**src/hdl/fbpa_pkg.sv**
```systemverilog
// ----------------------------------------------------------------------------
// fbpa_pkg: shared definitions for the fixed block pool allocator
// Field widths, register indexes, operation and status codes, and the
// sequencer state type used by the allocator core.
// ----------------------------------------------------------------------------
package fbpa_pkg;

  // Field widths of the external interface.
  localparam int unsigned OFF_W     = 26;
  localparam int unsigned SIZE_W    = 16;
  localparam int unsigned CNT_W     = 11;
  localparam int unsigned OP_W      = 2;
  localparam int unsigned STAT_W    = 2;
  localparam int unsigned CFG_IDX_W = 2;
  localparam int unsigned CFG_DAT_W = 16;

  // Pool geometry defaults.
  localparam int unsigned DEF_MAX_BLOCKS  = 1024;
  localparam int unsigned RST_BLOCK_SIZE  = 64;
  localparam int unsigned RST_BLOCK_COUNT = 1024;

  // The free count saturates at the top of its field.
  localparam logic [CNT_W-1:0] COUNT_SAT = '1;

  // Configuration register indexes.
  localparam logic [CFG_IDX_W-1:0] REG_BLOCK_SIZE  = 2'd0;
  localparam logic [CFG_IDX_W-1:0] REG_BLOCK_COUNT = 2'd1;

  typedef enum logic [OP_W-1:0] {
    OP_ALLOC = 2'd0,
    OP_FREE  = 2'd1,
    OP_INIT  = 2'd2,
    OP_NOP   = 2'd3
  } opcode_t;

  typedef enum logic [STAT_W-1:0] {
    STAT_OK       = 2'd0,
    STAT_EMPTY    = 2'd1,
    STAT_RANGE    = 2'd2,
    STAT_MISALIGN = 2'd3
  } status_t;

  typedef enum logic [2:0] {
    ST_SWEEP,
    ST_IDLE,
    ST_ALLOC,
    ST_ALLOC_WB,
    ST_FREE_MUL,
    ST_FREE_CHK,
    ST_FREE_DIV,
    ST_DONE
  } state_t;

endpackage

```
**src/hdl/fbpa_div.sv**
```systemverilog
// ----------------------------------------------------------------------------
// fbpa_div: iterative restoring divider
// Produces one quotient bit per cycle; done is high for a single cycle once the
// last step has landed, with quotient and remainder held until the next start.
// ----------------------------------------------------------------------------
module fbpa_div #(
  parameter int unsigned DVD_W = fbpa_pkg::OFF_W,
  parameter int unsigned DVS_W = fbpa_pkg::SIZE_W
) (
  input  logic             clk,
  input  logic             rst,
  input  logic             start,
  input  logic [DVD_W-1:0] dividend,
  input  logic [DVS_W-1:0] divisor,
  output logic             done,
  output logic [DVD_W-1:0] quotient,
  output logic [DVS_W-1:0] remainder
);

  localparam int unsigned STEP_W = (DVD_W > 1) ? $clog2(DVD_W) : 1;

  logic             busy;
  logic [STEP_W-1:0] step;
  logic [DVS_W-1:0] rem;
  logic [DVS_W-1:0] dvs;
  logic [DVD_W-1:0] quo;
  logic [DVS_W:0]   shifted;
  logic [DVS_W:0]   diff;
  logic             fits;

  assign shifted = {rem, quo[DVD_W-1]};
  assign diff    = shifted - {1'b0, dvs};
  assign fits    = ~diff[DVS_W];

  always_ff @(posedge clk) begin
    if (rst) begin
      busy <= 1'b0;
      done <= 1'b0;
      step <= '0;
    end else begin
      done <= 1'b0;
      if (start) begin
        busy <= 1'b1;
        step <= '0;
      end else if (busy) begin
        step <= step + 1'b1;
        if (step == STEP_W'(DVD_W - 1)) begin
          busy <= 1'b0;
          done <= 1'b1;
        end
      end
    end
  end

  always_ff @(posedge clk) begin
    if (start) begin
      rem <= '0;
      quo <= dividend;
      dvs <= divisor;
    end else if (busy) begin
      rem <= fits ? diff[DVS_W-1:0] : shifted[DVS_W-1:0];
      quo <= {quo[DVD_W-2:0], fits};
    end
  end

  assign quotient  = quo;
  assign remainder = rem;

endmodule
```
**config.mk**
```make
export PLATFORM = sky130hd
export DESIGN_NAME = fbpa_div
export DESIGN_NICKNAME = d
export VERILOG_FILES = /design/src/hdl/fbpa_pkg.sv /design/src/hdl/fbpa_div.sv
export SDC_FILE = /design/constraint.sdc
export NUM_CORES = 1
export LEC_CHECK = 0
export ABC_AREA = 1
export BUFFER_PORTS_ARGS = -buffer_cell sky130_fd_sc_hd__buf_2
export CORE_ASPECT_RATIO = 1.75
export CORE_MARGIN = 1
export CORE_UTILIZATION = 49
export DETAILED_ROUTE_END_ITERATION = 8
export GPL_ROUTABILITY_DRIVEN = 1
export GPL_TIMING_DRIVEN = 1
export PLACE_DENSITY_LB_ADDON = 0.3
export SYNTH_ARGS = -nofsm -noshare
export SYNTH_HDL_FRONTEND = slang
export SYNTH_SLANG_ARGS = --single-unit
```
**constraint.sdc**
```tcl
create_clock -name clk -period 2.4 [get_ports clk]
set_clock_uncertainty 0.15 [all_clocks]
set_input_delay 0.12 -clock clk [delete_from_list [all_inputs] [get_ports clk]]
set_output_delay 0.12 -clock clk [all_outputs]
set_load 0.03 [all_outputs]
```
# Word-level counts from Yosys, hierarchy flattened
# Index checks and enable logic that the tools add are counted.
# word_totals
register_bits	65
wordCells	21
# classes
n_addsub	2
eq_ne	1
mux	7
n_bitwise	2
reduce_logical	3
# ops
op	n
two-way mux 26 bit	2
subtractor 17 x 16 -> 17 bit	1
two-way mux 16 bit	1
adder 5 x 1 -> 5 bit (second input constant)	1
== test 5 bit (second input constant)	1
two-way mux 1 bit	4
OR reduction 3 bit	1
NOT 1 bit	2
nonzero test 2 bit	1
OR reduction 2 bit	1

# Depth between registers and ports, before layout
# depth
depth_word	4
depth_mapped	16

# Least setup slack after synthesis
# OpenSTA, ideal clock, no wires.
# synth_path
path_kind	reg-to-reg
startpoint	register quo[25], in the netlist quotient[25]
endpoint	register quo[0], in the netlist quotient[0], data pin
arrival_time_ns	2.088
t_required_ns	1.981
setup_slack_ns	-0.107
path_stages_with_launch	15
path_buffers	1
synth_period_minus_slack_ns	2.507
cell_sequence	edfxtp_1 -> inv_1 -> ha_1 -> fa_1 -> inv_1 -> nand2_1 -> nand2_1 -> nand3_1 -> nand2_1 -> nand2_2 -> nand2_1 -> nand2_1 -> nand2_2 -> buf_6 -> o21ai_0
# synth_via
elab_chain_len	4
# synth_rtl
element	line_no	source
start, declared	fbpa_div.sv:26	logic [DVD_W-1:0] quo;
start signal, assigned	fbpa_div.sv:58	quo <= dividend;
start signal, assigned	fbpa_div.sv:62	quo <= {quo[DVD_W-2:0], fits};
subtractor 17 x 16 -> 17 bit	fbpa_div.sv:32	assign diff = shifted - {1'b0, dvs};
NOT 1 bit	fbpa_div.sv:33	assign fits = ~diff[DVS_W];
two-way mux 26 bit	fbpa_div.sv:60	end else if (busy) begin
two-way mux 26 bit	fbpa_div.sv:56	if (start) begin
# No other way between the ends. The select of a mux whose other input is x is not followed.
# A chain may end at the register's enable or synchronous reset.

# Final worst setup path
# Same ends and word-level chain as after synthesis.

==> summary.txt <==
Yosys
  – Cell variety after synth: 28
  – Post-synth EDFFs: between 40 and 50
  – Yosys Warn Count: 0
  – Synth area leaders: edfxtp_1 34%, nand2_1 23%, dfxtp_1 12%
  – Yosys top cell area share: around 34%
  – Mapped Nets: between 500 and 600
  – Mean post-synth cell area: about 7.3 sq um
  – Post-synthesis sequential area ratio: 46.19%
  – Main flop type after synthesis: edfxtp_1
  – Post-synthesis async set-or-reset flop share: 0%
  – Mapped Cells: 509
  – Seq cells post-synth: 65
  – Most frequent cell after synthesis: nand2_1
  – Mapped Area: approximately 3700 sq um
  – Post-synth top cells: 228 x nand2_1, 90 x inv_1, 42 x edfxtp_1
  – Dominant cell type by area after synthesis: edfxtp_1

Timing
  – Relative slew slack: 24.73%
  – Worst-margin pin slew: approximately 1.1 ns
  – Final setup violation count: 0
  – RSZ-0062 raised after global routing: true
  – Fmax: ~440 MHz
  – Final Max Slew Viols: 0
  – Final Hold Fails: 0
  – Period utilization: between 90% and 100%
  – Final worst path period need: 2.258 ns

Global route
  – Pin count of the biggest net entering global routing: 27
  – GRT Util Overall: about 28%
  – First-pass GRT wire length: ~16000 um
  – Initial antenna violation count: 0
  – Total gr overflow: 0
  – Vias in the first global route: ~3700

Clock network
  – # clock sinks: 65
  – Clock transition at path regs: approximately 0.06 ns
  – H-tree depth: 3
  – CTS tree: built
  – Num CTS Buffers: 9
  – Root buf cell: clkbuf_16
  – Skew-Pair Late Insertion Delay: 0.33 ns
  – CTS Buffer Depth: 2

Pwr
  – Worst ir drop on vdd: 0.5629 mV
  – Switching power: approximately 0.8 mW
  – Comb power frac: between 15 and 20%
  – Internal cell power: roughly 2.4 mW
  – LEAKAGE: 2.719 nW
  – Reg power frac: 41.5%
  – Power per standard cell area: roughly 630 nW/um^2
  – Tot Pwr: approximately 3.2 mW
  – Switching Share: between 20% and 30%
  – Clock share of power: between 40% and 50%

Route
  – Pre-Repair DR Iteration Count: 5
  – DR WL/cell: 13.93 um
  – DR DRC count: 0
  – ANT nets after route: 0
  – Routed Wire Length: about 10000 um
  – Vias per cell: between 5 and 6
  – Vias: about 3700
  – Initial DRC count: 235

Floorplan
  – Starting Density: between 50% and 60%
  – Core area: ~7300 sq um
  – Die X: between 60 and 70 um
  – Die area: roughly 8000 sq um
  – Io pins: 88
  – Cell Rows: 41
  – Die height: approximately 120 um

Worst setup path
  – Max Fanout on Critical Path: 8
  – Setup Crit Path Kind: reg2reg
  – Crit path launch type: flop
  – Worst path slowest cell: fa_2
  – Most used cell, CP: nand2_1
  – Worst EP required: approximately 2.3 ns
  – Max incr delay on CP: about 0.35 ns
  – Worst setup EP type: flop
  – Critical Path, Cell by Cell: inv_1 -> ha_2 -> fa_2 -> inv_1 -> nand2_1 -> nand2_2 -> nand3_1 -> nand2_1 -> nand2_2 -> nand2_1 -> nand2_1 -> nand2_4 -> o21ai_0
  – Worst Path Arrival: between 2 and 2.5 ns

Placed design
  – GPL Wtd Cong: between 0.9 and 1
  – Detail Placement HPWL: ~6700 um
  – IO Port Bufs: 87
  – Placed insts: 676

Final layout
  – Layout cell share with drive strength beyond 1: ~18%
  – Multi-input logic area: 1639 sq um
  – Register area: 1722 sq um
  – Ant. Diodes: 0
  – Nets: 709
  – Fill count: between 500 and 600
  – Final Non-Filler Cells: roughly 740
  – Layout area overhead: 34.54%

Hold path
  – Hold WC Path Type: in2reg

Outcome
  – Run status: finished clean

Flow run
  – Max_cap viols: 0
## worst max-delay path: cells and delay by family (launching register included)
family / cells / cell delay, ns
adders and majority gates: 2 / 0.53
buffers and inverters: 2 / 0.13
and+or+nand+nor: 8 / 0.77
AOI/OAI and AO/OA: 1 / 0.09
DFF: 1 / 0.34
## placed cells by master, fill, tap and decap left out, types with 4 or more instances in the layout
cell type        n
ha_1            17
nor3_1           4
nor2_1          18
clkbuf_16        9
inv_1           90
nand4_1          5
buf_2           87
nand3_1         30
dfxtp_1         23
buf_4            4
xnor2_1          4
dlygate4sd3_1   43
edfxtp_1        42
nand2_1        227
o21ai_0          8
a21oi_1         11
## per-stage QoR
| step | worst slack [ns] | area, sq um | TNS, ns | util, % | hold slack (ns) |
|---|---|---|---|---|---|
| floorplan | 0.002351 | 3735 | 0 | - | 0.06887 |
| global placement | 0.1365 | 4254 | 0 | 58.40 | 0.1466 |
| detailed placement | 0.04911 | 4254 | 0 | 58.40 | 0.1486 |
| CTS | 0.04567 | 4994 | 0 | 68.55 | 0.1193 |
| global route | -0.01217 | 5015 | -0.04601 | 68.84 | 0.1482 |
| finish | 0.1417 | 5015 | 0 | 68.84 | 0.1356 |
## what timing repair did
action | 4_1_cts | 5_1_grt
resized for setup | 0 | 3
hold buffers | 43 | 0
setup buffers | 0 | 0
endpoints found under the hold margin | 49 | 0
setup endpoints to repair | 0 | 17
## sequential cells by signal (all words and copies together), names as in the netlist
register / flops
dvs: 16
remainder: 16
quotient: 26
step: 5
busy: 1
done: 1
## power by group through the flow
stage | logic, mW | clock network [mW] | registers, mW
5_1_grt | 0.525 | 1.43 | 1.32
4_1_cts | 0.472 | 1.39 | 1.31
3_5_place_dp | 0.418 | 0 | 1.33
3_3_place_gp | 0.406 | 0 | 1.34
6_report | 0.486 | 1.37 | 1.32
2_1_floorplan | 0.185 | 0 | 1.43
## layout make-up
class	instances	share of cell area [%]
Clock buffer	9	4.491
Timing Repair Buffer	134	17.86
Clock inverter	6	1.672
Sequential cell	65	34.33
Inverter	91	6.811
Multi-Input combinational cell	344	32.68
Tap cell	86	2.146
## cells by family after synthesis
kind of cell             after synthesis  synth area share, %
AO/OA/AOI/OAI                         21                2.954
XOR/XNOR                               7                1.645
adder cells (fa/ha/maj)               19                6.580
buffers and inverters                101                10.61
flip-flops                            65                46.19
AND/OR/NAND/NOR                      296                32.02
## metal layers
metal	up-vias	routed length (um)	track usage [%]
li1	1841	-	-
met1	1678	3536	27.53
met2	143	5741	50.61
met3	27	637	7.004
met4	0	320	12.24
met5	-	0	0
## final timing paths
path	end	start	slack, ns	cells past startpoint
worst max-delay path	quotient[0]$_DFFE_PP_	quotient[25]$_DFFE_PP_	0.14	13
worst max register to register	quotient[0]$_DFFE_PP_	quotient[25]$_DFFE_PP_	0.14	13
worst min-delay path	dvs[10]$_DFFE_PP_	start	0.14	1
worst min register to register	step[4]$_SDFFE_PP0P_	step[4]$_SDFFE_PP0P_	0.31	1
Power figures use the tool's default switching activity.
